### src/rtl/vpg_pkg.sv
// ----------------------------------------------------------------------------
// vpg_pkg
// Types and constants shared by the velocity profile generator modules.
// ----------------------------------------------------------------------------
package vpg_pkg;

  // Width of every Q15.16 magnitude handled by the block.
  localparam int unsigned VelW = 31;
  // Width of the shared multiplier operands and of its product.
  localparam int unsigned MulW = 32;
  localparam int unsigned ProdW = 2 * MulW;
  // Dividend of the deceleration division: half of a squared difference.
  localparam int unsigned DivdW = 2 * VelW - 1;
  localparam int unsigned TimeW = 16;

  // Register indexes on the configuration port.
  localparam logic [1:0] RegMaxVel = 2'd0;
  localparam logic [1:0] RegFloorVel = 2'd1;
  localparam logic [1:0] RegAccel = 2'd2;
  localparam logic [1:0] RegDecel = 2'd3;

  localparam logic [VelW-1:0] MaxVelRst = 31'd32768;
  localparam logic [VelW-1:0] FloorVelRst = 31'd3277;
  localparam logic [VelW-1:0] AccelRst = 31'd6554;
  localparam logic [VelW-1:0] DecelRst = 31'd6554;

  typedef struct packed {
    logic [VelW-1:0]  remaining_distance;
    logic [TimeW-1:0] time_step;
    logic             restart;
  } in_beat_t;

  typedef struct packed {
    logic [VelW-1:0] velocity_cmd;
    logic            decelerating;
  } out_beat_t;

  typedef struct packed {
    logic busy;
    logic done;
  } div_status_t;

  typedef enum logic [3:0] {
    StIdle,
    StBrkA,
    StBrkB,
    StBrkC,
    StAcc,
    StSqV,
    StSqF,
    StDiff,
    StCap,
    StDiv,
    StStep,
    StApply,
    StDone
  } state_e;

endpackage

### src/rtl/velocity_profile_generator.sv
// ----------------------------------------------------------------------------
// velocity_profile_generator
// Trapezoidal one-axis velocity profile in Q15.16, computed by a sequencer
// around one shared multiplier and an iterative divider.
// ----------------------------------------------------------------------------
//   Channel   Direction  Handshake                Beat
//   in        input      in_valid_i / in_ready_o  in_beat_t (distance, dt, restart)
//   out       output     out_valid_o / out_ready_i out_beat_t (velocity, decel flag)
//   config    input      APB psel/penable/pwrite  32-bit register write or read
//
// A tick runs the braking test (StBrkA to StBrkC), then StAcc when accelerating;
// when decelerating it squares, takes the difference and caps the deceleration,
// or runs the 31-step division, then StStep and StApply. One tick at a time.
// A finished beat waits in the output register while the next tick is taken.
// Reset clears velocity and the deceleration latch and loads register defaults.
// ----------------------------------------------------------------------------
module velocity_profile_generator (
  input  logic                clk_i,
  input  logic                rst_ni,
  input  logic                in_valid_i,
  output logic                in_ready_o,
  input  vpg_pkg::in_beat_t   in_data_i,
  output logic                out_valid_o,
  input  logic                out_ready_i,
  output vpg_pkg::out_beat_t  out_data_o,
  input  logic                psel,
  input  logic                penable,
  input  logic                pwrite,
  input  logic [3:0]          paddr,
  input  logic [31:0]         pwdata,
  output logic [31:0]         prdata,
  output logic                pready
);

  localparam int unsigned VelW = vpg_pkg::VelW;
  localparam int unsigned MulW = vpg_pkg::MulW;
  localparam int unsigned ProdW = vpg_pkg::ProdW;
  localparam int unsigned TimeW = vpg_pkg::TimeW;
  localparam int unsigned ScrW = 2 * VelW + 1;

  vpg_pkg::state_e state_q, state_d;

  logic [VelW-1:0]  maxv_q, floor_q, accel_q, decel_q;
  logic [VelW-1:0]  vel_q, vel_d;
  logic             lat_q, lat_d;
  logic [VelW-1:0]  rd_q, rd_d;
  logic [TimeW-1:0] dt_q, dt_d;
  logic [ScrW-1:0]  scr_q, scr_d;
  logic [VelW-1:0]  quo_q, quo_d;
  logic             neg_q, neg_d;
  logic             out_valid_q, out_valid_d;
  vpg_pkg::out_beat_t out_q, out_d;

  logic [MulW-1:0]  mul_a, mul_b;
  logic [ProdW-1:0] mul_p;
  logic             div_start;
  vpg_pkg::div_status_t div_st;
  logic [VelW-1:0]  div_quo;

  logic [VelW-1:0]  dec;
  logic             cfg_wr;
  logic             out_free;
  logic [VelW-1:0]  step;
  logic [VelW:0]    vsum;
  logic [2*VelW-1:0] vsq, fsq, sqdiff;
  logic             sqneg;
  logic [VelW-1:0]  vnew;

  assign dec      = (decel_q == '0) ? VelW'(1) : decel_q;
  assign cfg_wr   = psel && penable && pwrite && pready;
  assign pready   = 1'b1;
  assign out_free = !out_valid_q || out_ready_i;
  assign step     = mul_p[VelW+TimeW-1:TimeW];
  assign vsum     = {1'b0, vel_q} + {1'b0, step};
  assign vsq      = scr_q[2*VelW-1:0];
  assign fsq      = mul_p[2*VelW-1:0];
  assign sqneg    = vsq < fsq;
  assign sqdiff   = sqneg ? (fsq - vsq) : (vsq - fsq);

  always_comb begin
    unique case (paddr[3:2])
      vpg_pkg::RegMaxVel:   prdata = {1'b0, maxv_q};
      vpg_pkg::RegFloorVel: prdata = {1'b0, floor_q};
      vpg_pkg::RegAccel:    prdata = {1'b0, accel_q};
      vpg_pkg::RegDecel:    prdata = {1'b0, decel_q};
      default:              prdata = '0;
    endcase
  end

  always_ff @(posedge clk_i or negedge rst_ni) begin
    if (!rst_ni) begin
      maxv_q  <= vpg_pkg::MaxVelRst;
      floor_q <= vpg_pkg::FloorVelRst;
      accel_q <= vpg_pkg::AccelRst;
      decel_q <= vpg_pkg::DecelRst;
    end else if (cfg_wr) begin
      unique case (paddr[3:2])
        vpg_pkg::RegMaxVel:   maxv_q  <= pwdata[VelW-1:0];
        vpg_pkg::RegFloorVel: floor_q <= pwdata[VelW-1:0];
        vpg_pkg::RegAccel:    accel_q <= pwdata[VelW-1:0];
        vpg_pkg::RegDecel:    decel_q <= pwdata[VelW-1:0];
        default: ;
      endcase
    end
  end

  always_comb begin
    state_d     = state_q;
    vel_d       = vel_q;
    lat_d       = lat_q;
    rd_d        = rd_q;
    dt_d        = dt_q;
    scr_d       = scr_q;
    quo_d       = quo_q;
    neg_d       = neg_q;
    out_d       = out_q;
    out_valid_d = out_valid_q && !out_ready_i;
    mul_a       = '0;
    mul_b       = '0;
    div_start   = 1'b0;
    vnew        = vel_q;
    in_ready_o  = 1'b0;

    unique case (state_q)
      vpg_pkg::StIdle: begin
        in_ready_o = 1'b1;
        if (in_valid_i) begin
          rd_d = in_data_i.remaining_distance;
          dt_d = in_data_i.time_step;
          if (in_data_i.restart) begin
            vel_d = '0;
            lat_d = 1'b0;
          end
          state_d = vpg_pkg::StBrkA;
        end
      end
      vpg_pkg::StBrkA: begin
        mul_a   = {1'b0, vel_q} + {1'b0, floor_q};
        mul_b   = {1'b0, vel_q};
        state_d = vpg_pkg::StBrkB;
      end
      vpg_pkg::StBrkB: begin
        // Keep (v + floor) * v; rd <= that / dec is tested as rd * dec <= it.
        scr_d   = mul_p[ScrW-1:0];
        mul_a   = {1'b0, rd_q};
        mul_b   = {1'b0, dec};
        state_d = vpg_pkg::StBrkC;
      end
      vpg_pkg::StBrkC: begin
        mul_a = {1'b0, accel_q};
        mul_b = MulW'(dt_q);
        if (mul_p <= {{(ProdW-ScrW){1'b0}}, scr_q}) begin
          lat_d   = 1'b1;
          state_d = vpg_pkg::StSqV;
        end else begin
          state_d = vpg_pkg::StAcc;
        end
      end
      vpg_pkg::StAcc: begin
        vel_d   = (vsum > {1'b0, maxv_q}) ? maxv_q : vsum[VelW-1:0];
        state_d = lat_q ? vpg_pkg::StSqV : vpg_pkg::StDone;
      end
      vpg_pkg::StSqV: begin
        mul_a   = {1'b0, vel_q};
        mul_b   = {1'b0, vel_q};
        state_d = vpg_pkg::StSqF;
      end
      vpg_pkg::StSqF: begin
        scr_d   = mul_p[ScrW-1:0];
        mul_a   = {1'b0, floor_q};
        mul_b   = {1'b0, floor_q};
        state_d = vpg_pkg::StDiff;
      end
      vpg_pkg::StDiff: begin
        scr_d   = {2'b00, sqdiff[2*VelW-1:1]};
        neg_d   = sqneg;
        mul_a   = {1'b0, rd_q};
        mul_b   = {1'b0, dec};
        state_d = vpg_pkg::StCap;
      end
      vpg_pkg::StCap: begin
        // The quotient reaches dec exactly when the half difference reaches rd * dec.
        if (rd_q == '0 || {{(ProdW-ScrW){1'b0}}, scr_q} >= mul_p) begin
          quo_d   = dec;
          neg_d   = 1'b0;
          state_d = vpg_pkg::StStep;
        end else begin
          div_start = 1'b1;
          state_d   = vpg_pkg::StDiv;
        end
      end
      vpg_pkg::StDiv: begin
        if (div_st.done) begin
          quo_d   = div_quo;
          state_d = vpg_pkg::StStep;
        end
      end
      vpg_pkg::StStep: begin
        mul_a   = {1'b0, quo_q};
        mul_b   = MulW'(dt_q);
        state_d = vpg_pkg::StApply;
      end
      vpg_pkg::StApply: begin
        if (neg_q) begin
          vnew = vsum[VelW] ? {VelW{1'b1}} : vsum[VelW-1:0];
        end else begin
          vnew = (step >= vel_q) ? '0 : vel_q - step;
        end
        vel_d   = (vnew <= floor_q) ? floor_q : vnew;
        state_d = vpg_pkg::StDone;
      end
      vpg_pkg::StDone: begin
        if (out_free) begin
          out_valid_d        = 1'b1;
          out_d.velocity_cmd = vel_q;
          out_d.decelerating = lat_q;
          state_d            = vpg_pkg::StIdle;
        end
      end
      default: state_d = vpg_pkg::StIdle;
    endcase
  end

  always_ff @(posedge clk_i or negedge rst_ni) begin
    if (!rst_ni) begin
      state_q     <= vpg_pkg::StIdle;
      vel_q       <= '0;
      lat_q       <= 1'b0;
      out_valid_q <= 1'b0;
    end else begin
      state_q     <= state_d;
      vel_q       <= vel_d;
      lat_q       <= lat_d;
      out_valid_q <= out_valid_d;
    end
  end

  always_ff @(posedge clk_i) begin
    rd_q  <= rd_d;
    dt_q  <= dt_d;
    scr_q <= scr_d;
    quo_q <= quo_d;
    neg_q <= neg_d;
    out_q <= out_d;
  end

  vpg_mul u_mul (
    .clk_i (clk_i),
    .a_i   (mul_a),
    .b_i   (mul_b),
    .p_o   (mul_p)
  );

  vpg_div u_div (
    .clk_i      (clk_i),
    .rst_ni     (rst_ni),
    .start_i    (div_start),
    .dividend_i (scr_q[vpg_pkg::DivdW-1:0]),
    .divisor_i  (rd_q),
    .status_o   (div_st),
    .quotient_o (div_quo)
  );

  assign out_valid_o = out_valid_q;
  assign out_data_o  = out_q;

  // A decelerating beat never goes below the floor velocity.
  a_floor_held: assert property (@(posedge clk_i) disable iff (!rst_ni)
    out_valid_o && out_data_o.decelerating |->
      out_data_o.velocity_cmd >= floor_q)
    else $error("decelerating velocity below floor");

  // An accelerating beat is always clamped at the ceiling.
  a_ceiling_held: assert property (@(posedge clk_i) disable iff (!rst_ni)
    out_valid_o && !out_data_o.decelerating |->
      out_data_o.velocity_cmd <= maxv_q)
    else $error("accelerating velocity above ceiling");

  // The divider starts only when idle and never with a zero divisor.
  a_div_start: assert property (@(posedge clk_i) disable iff (!rst_ni)
    div_start |-> !div_st.busy && rd_q != '0)
    else $error("divider started busy or with zero divisor");

  // One tick at a time: after a beat is taken the input is closed.
  a_one_tick: assert property (@(posedge clk_i) disable iff (!rst_ni)
    in_valid_i && in_ready_o |=> !in_ready_o)
    else $error("input reopened straight after a beat");

endmodule

### src/rtl/vpg_mul.sv
// ----------------------------------------------------------------------------
// vpg_mul
// Shared unsigned multiplier with a registered product.
// ----------------------------------------------------------------------------
module vpg_mul (
  input  logic                       clk_i,
  input  logic [vpg_pkg::MulW-1:0]   a_i,
  input  logic [vpg_pkg::MulW-1:0]   b_i,
  output logic [vpg_pkg::ProdW-1:0]  p_o
);

  logic [vpg_pkg::ProdW-1:0] p_q;

  always_ff @(posedge clk_i) begin
    p_q <= {{vpg_pkg::MulW{1'b0}}, a_i} * {{vpg_pkg::MulW{1'b0}}, b_i};
  end

  assign p_o = p_q;

endmodule

### src/rtl/vpg_div.sv
// ----------------------------------------------------------------------------
// vpg_div
// Restoring divider, one quotient bit per cycle. The caller guarantees that
// the quotient fits in VelW bits, so the partial remainder starts below the
// divisor.
// ----------------------------------------------------------------------------
module vpg_div (
  input  logic                        clk_i,
  input  logic                        rst_ni,
  input  logic                        start_i,
  input  logic [vpg_pkg::DivdW-1:0]   dividend_i,
  input  logic [vpg_pkg::VelW-1:0]    divisor_i,
  output vpg_pkg::div_status_t        status_o,
  output logic [vpg_pkg::VelW-1:0]    quotient_o
);

  localparam int unsigned Steps = vpg_pkg::VelW;
  localparam int unsigned CntW = $clog2(Steps);

  logic                     busy_q, busy_d;
  logic                     done_q, done_d;
  logic [CntW-1:0]          cnt_q, cnt_d;
  logic [vpg_pkg::VelW-1:0] rem_q, rem_d;
  logic [vpg_pkg::VelW-1:0] low_q, low_d;
  logic [vpg_pkg::VelW-1:0] quo_q, quo_d;
  logic [vpg_pkg::VelW-1:0] dvs_q, dvs_d;
  logic [vpg_pkg::VelW:0]   trial;
  logic [vpg_pkg::VelW:0]   diff;
  logic                     fits;

  assign trial = {rem_q, low_q[vpg_pkg::VelW-1]};
  assign diff  = trial - {1'b0, dvs_q};
  assign fits  = trial >= {1'b0, dvs_q};

  always_comb begin
    busy_d = busy_q;
    done_d = 1'b0;
    cnt_d  = cnt_q;
    rem_d  = rem_q;
    low_d  = low_q;
    quo_d  = quo_q;
    dvs_d  = dvs_q;
    if (start_i) begin
      busy_d = 1'b1;
      cnt_d  = CntW'(Steps - 1);
      rem_d  = {1'b0, dividend_i[vpg_pkg::DivdW-1:vpg_pkg::VelW]};
      low_d  = dividend_i[vpg_pkg::VelW-1:0];
      dvs_d  = divisor_i;
    end else if (busy_q) begin
      rem_d = fits ? diff[vpg_pkg::VelW-1:0] : trial[vpg_pkg::VelW-1:0];
      low_d = {low_q[vpg_pkg::VelW-2:0], 1'b0};
      quo_d = {quo_q[vpg_pkg::VelW-2:0], fits};
      cnt_d = cnt_q - 1'b1;
      if (cnt_q == '0) begin
        busy_d = 1'b0;
        done_d = 1'b1;
      end
    end
  end

  always_ff @(posedge clk_i or negedge rst_ni) begin
    if (!rst_ni) begin
      busy_q <= 1'b0;
      done_q <= 1'b0;
      cnt_q  <= '0;
    end else begin
      busy_q <= busy_d;
      done_q <= done_d;
      cnt_q  <= cnt_d;
    end
  end

  always_ff @(posedge clk_i) begin
    rem_q <= rem_d;
    low_q <= low_d;
    quo_q <= quo_d;
    dvs_q <= dvs_d;
  end

  assign status_o.busy = busy_q;
  assign status_o.done = done_q;
  assign quotient_o    = quo_q;

endmodule
### config.mk
export PLATFORM = sky130hd
export DESIGN_NAME = velocity_profile_generator
export DESIGN_NICKNAME = d
export VERILOG_FILES = /design/src/rtl/vpg_pkg.sv /design/src/rtl/velocity_profile_generator.sv /design/src/rtl/vpg_mul.sv /design/src/rtl/vpg_div.sv
export SDC_FILE = /design/constraint.sdc
export NUM_CORES = 2
export LEC_CHECK = 0
export BUFFER_PORTS_ARGS = -buffer_cell sky130_fd_sc_hd__buf_2
export CELL_PAD_IN_SITES_DETAIL_PLACEMENT = 0
export CELL_PAD_IN_SITES_GLOBAL_PLACEMENT = 2
export CORE_ASPECT_RATIO = 0.75
export CORE_MARGIN = 2
export CORE_UTILIZATION = 46
export DETAILED_ROUTE_END_ITERATION = 8
export PLACE_DENSITY_LB_ADDON = 0.1
export SYNTH_ARGS = -nofsm -noshare
export SYNTH_HDL_FRONTEND = slang
export SYNTH_HIERARCHICAL = 1
export SYNTH_SLANG_ARGS = --single-unit
### constraint.sdc
create_clock -name clk_i -period 22.2 [get_ports clk_i]
set_input_delay 2.22 -clock clk_i [delete_from_list [all_inputs] [get_ports clk_i]]
set_output_delay 2.22 -clock clk_i [all_outputs]
set_load 0.05 [all_outputs]
==> results.ini <==
[outcome]
outcome = complete, no violations

[global_routing]
grtUsageTotal = 0.325
antenna_found_initial = 9
grt_pass1_vias = 56132
grt_pass1_wl_um = 381000
grt_overflow = 0
grt_max_degree = 97

[die]
start_util = 0.465
row_count = 124
coreArea_um2 = 153000
die_area_um2 = 158000
die_h_um = 344
pin_count = 158
dieWidth_um = 458

[clock_tree]
numCtsBuffers = 53
h-tree-depth = 2
tritoncts = built
cts_resized = 0
cts_hold_buf = 0
clock-sinks = 530
cts_max_path_buffers = 3
clk_pin_slew_ps = 70
root_buffer = clkbuf_16
clock_latency_ps = 680
post-cts-setup-buffer-count = 0

[final_layout]
layout.nets = 9159
final_common_cell = inv_1
final_layout_size_suffix_gt1_frac = 0.0892
syn2layout_area_growth_pct = 6.13
final_cell_mix = inv_1, fa_1, nand2_1
utilization = 0.493

[route]
dr.pass1.iters = 9
drt_iter0_drc = 5605
ant_nets = 0
route.detailed.drc = 0
routed_wl_um = 256000
wire_per_inst_um = 26.5
routed_via_density = 5.88
num_vias = 56774

[placement]
gp_congestion = 0.955
dp_slack_ps = 10320
dp_hpwl_um = 201000
portBuffers = 152

[timing]
fmax_mhz = 83.1
max-slew-margin-rel = 0.234
setup_viol = 0
fin_skew_ps = 47.2
rsz0062_at_grt = false
setup-tns-final_ps = 0
period_minus_slack_ps = 12040
setup_slack_ps = 10160
finalHoldViolations = 0
drv_slew = 0
finalCritPeriodShare = 0.542
tightest_slew_ps = 1140

[critical_path]
critPathLaunchType = register
criticalPathCategory = reg -> reg
cpLargestDelayFamily = adder cells
r2r-start = vel_q[0]
cp_num_cells = 35
crit_fanout = 32
path_buf_inv = 3
cp-end-kind = register
cp_slowest_cell = o31ai_1
crit_top_cell = fa_1
reg2reg_depth = 35
critical_path.max_stage_delay_ps = 730
worstSetupStartpoint = vel_q[0]
required_ps = 22730
cp.arrival_ps = 12560

[synthesis]
syn_area_um2 = 71100
yosys_warnings = 6
syn_avg_cell_area_um2 = 9.23
netlist_instances = 7701

[job]
max-cap-violations = 0

[min_path]
hold_path_depth = 0
hp-class = reg -> reg
worstHoldStart = u_div/quotient_o[15]

==> routing by layer <==
metal | global-route usage | wire, um | vias to the layer above
met5 | 0 | 25 | -
met2 | 0.449 | 101000 | 2231
met4 | 0.0738 | 6440 | 4
li1 | - | - | 25269
met3 | 0.0656 | 22900 | 261
met1 | 0.516 | 126000 | 29009
==> area by class of cell <==
type / count / area (um2)
Antenna cell: 4 / 10.0
Clock buffer: 73 / 1500
Clock inverter: 27 / 298
Fill cell: 14540 / 77500
Inverter: 1188 / 4460
Multi-Input combinational cell: 5570 / 50700
Sequential cell: 530 / 14500
Tap cell: 2016 / 2520
Timing Repair Buffer: 248 / 1500
==> final timing paths <==
| check | slack (ps) | end |
|---|---|---|
| hold / removal | 440 | u_div/quotient_o[16] |
| min in group asynchronous | 1640 | accel_q[25] |
| setup reg to reg | 10160 | u_mul/p_o[61] |
| max in group asynchronous | 18850 | u_div/cnt_q[0] |
| setup / recovery | 10160 | u_mul/p_o[61] |
| hold reg to reg | 440 | u_div/quotient_o[16] |
==> state kept, by name, indices dropped and copies added (netlist names), 4 cells and up <==
signal and cells:
u_div/dvs_q 31, u_div/low_q 31, quo_q 31, u_mul/p_o 64, rd_q 31, u_div/rem_q 31, u_div/quotient_o 31, floor_q 31
vel_q 31, decel_q 31, maxv_q 31, dt_q 16, out_data_o 32, accel_q 31, u_div/cnt_q 5, scr_q 63
state_q 4
==> worst register-to-register path: cells and delay by family, from the launching register on <==
family | cells | cell delay (ps)
AO/OA/AOI/OAI | 14 | 4350
XOR/XNOR | 2 | 320
adder cells (fa/ha/maj) | 11 | 5090
buffers and inverters | 3 | 620
flip-flops | 1 | 530
AND/OR/NAND/NOR | 5 | 970
==> through the flow <==
stage | cells | cell area [um2] | hold slack, ps
floorplan | 7706 | 71100 | 420
global placement | 9552 | 73600 | 428
detailed placement | 9552 | 73600 | 431
CTS | 9652 | 75500 | 445
global route | 9652 | 75500 | 451
finish | 9656 | 75500 | 445
Power is not shown: default switching activity piles up to over one toggle a cycle in this logic, so the estimate is an artifact.
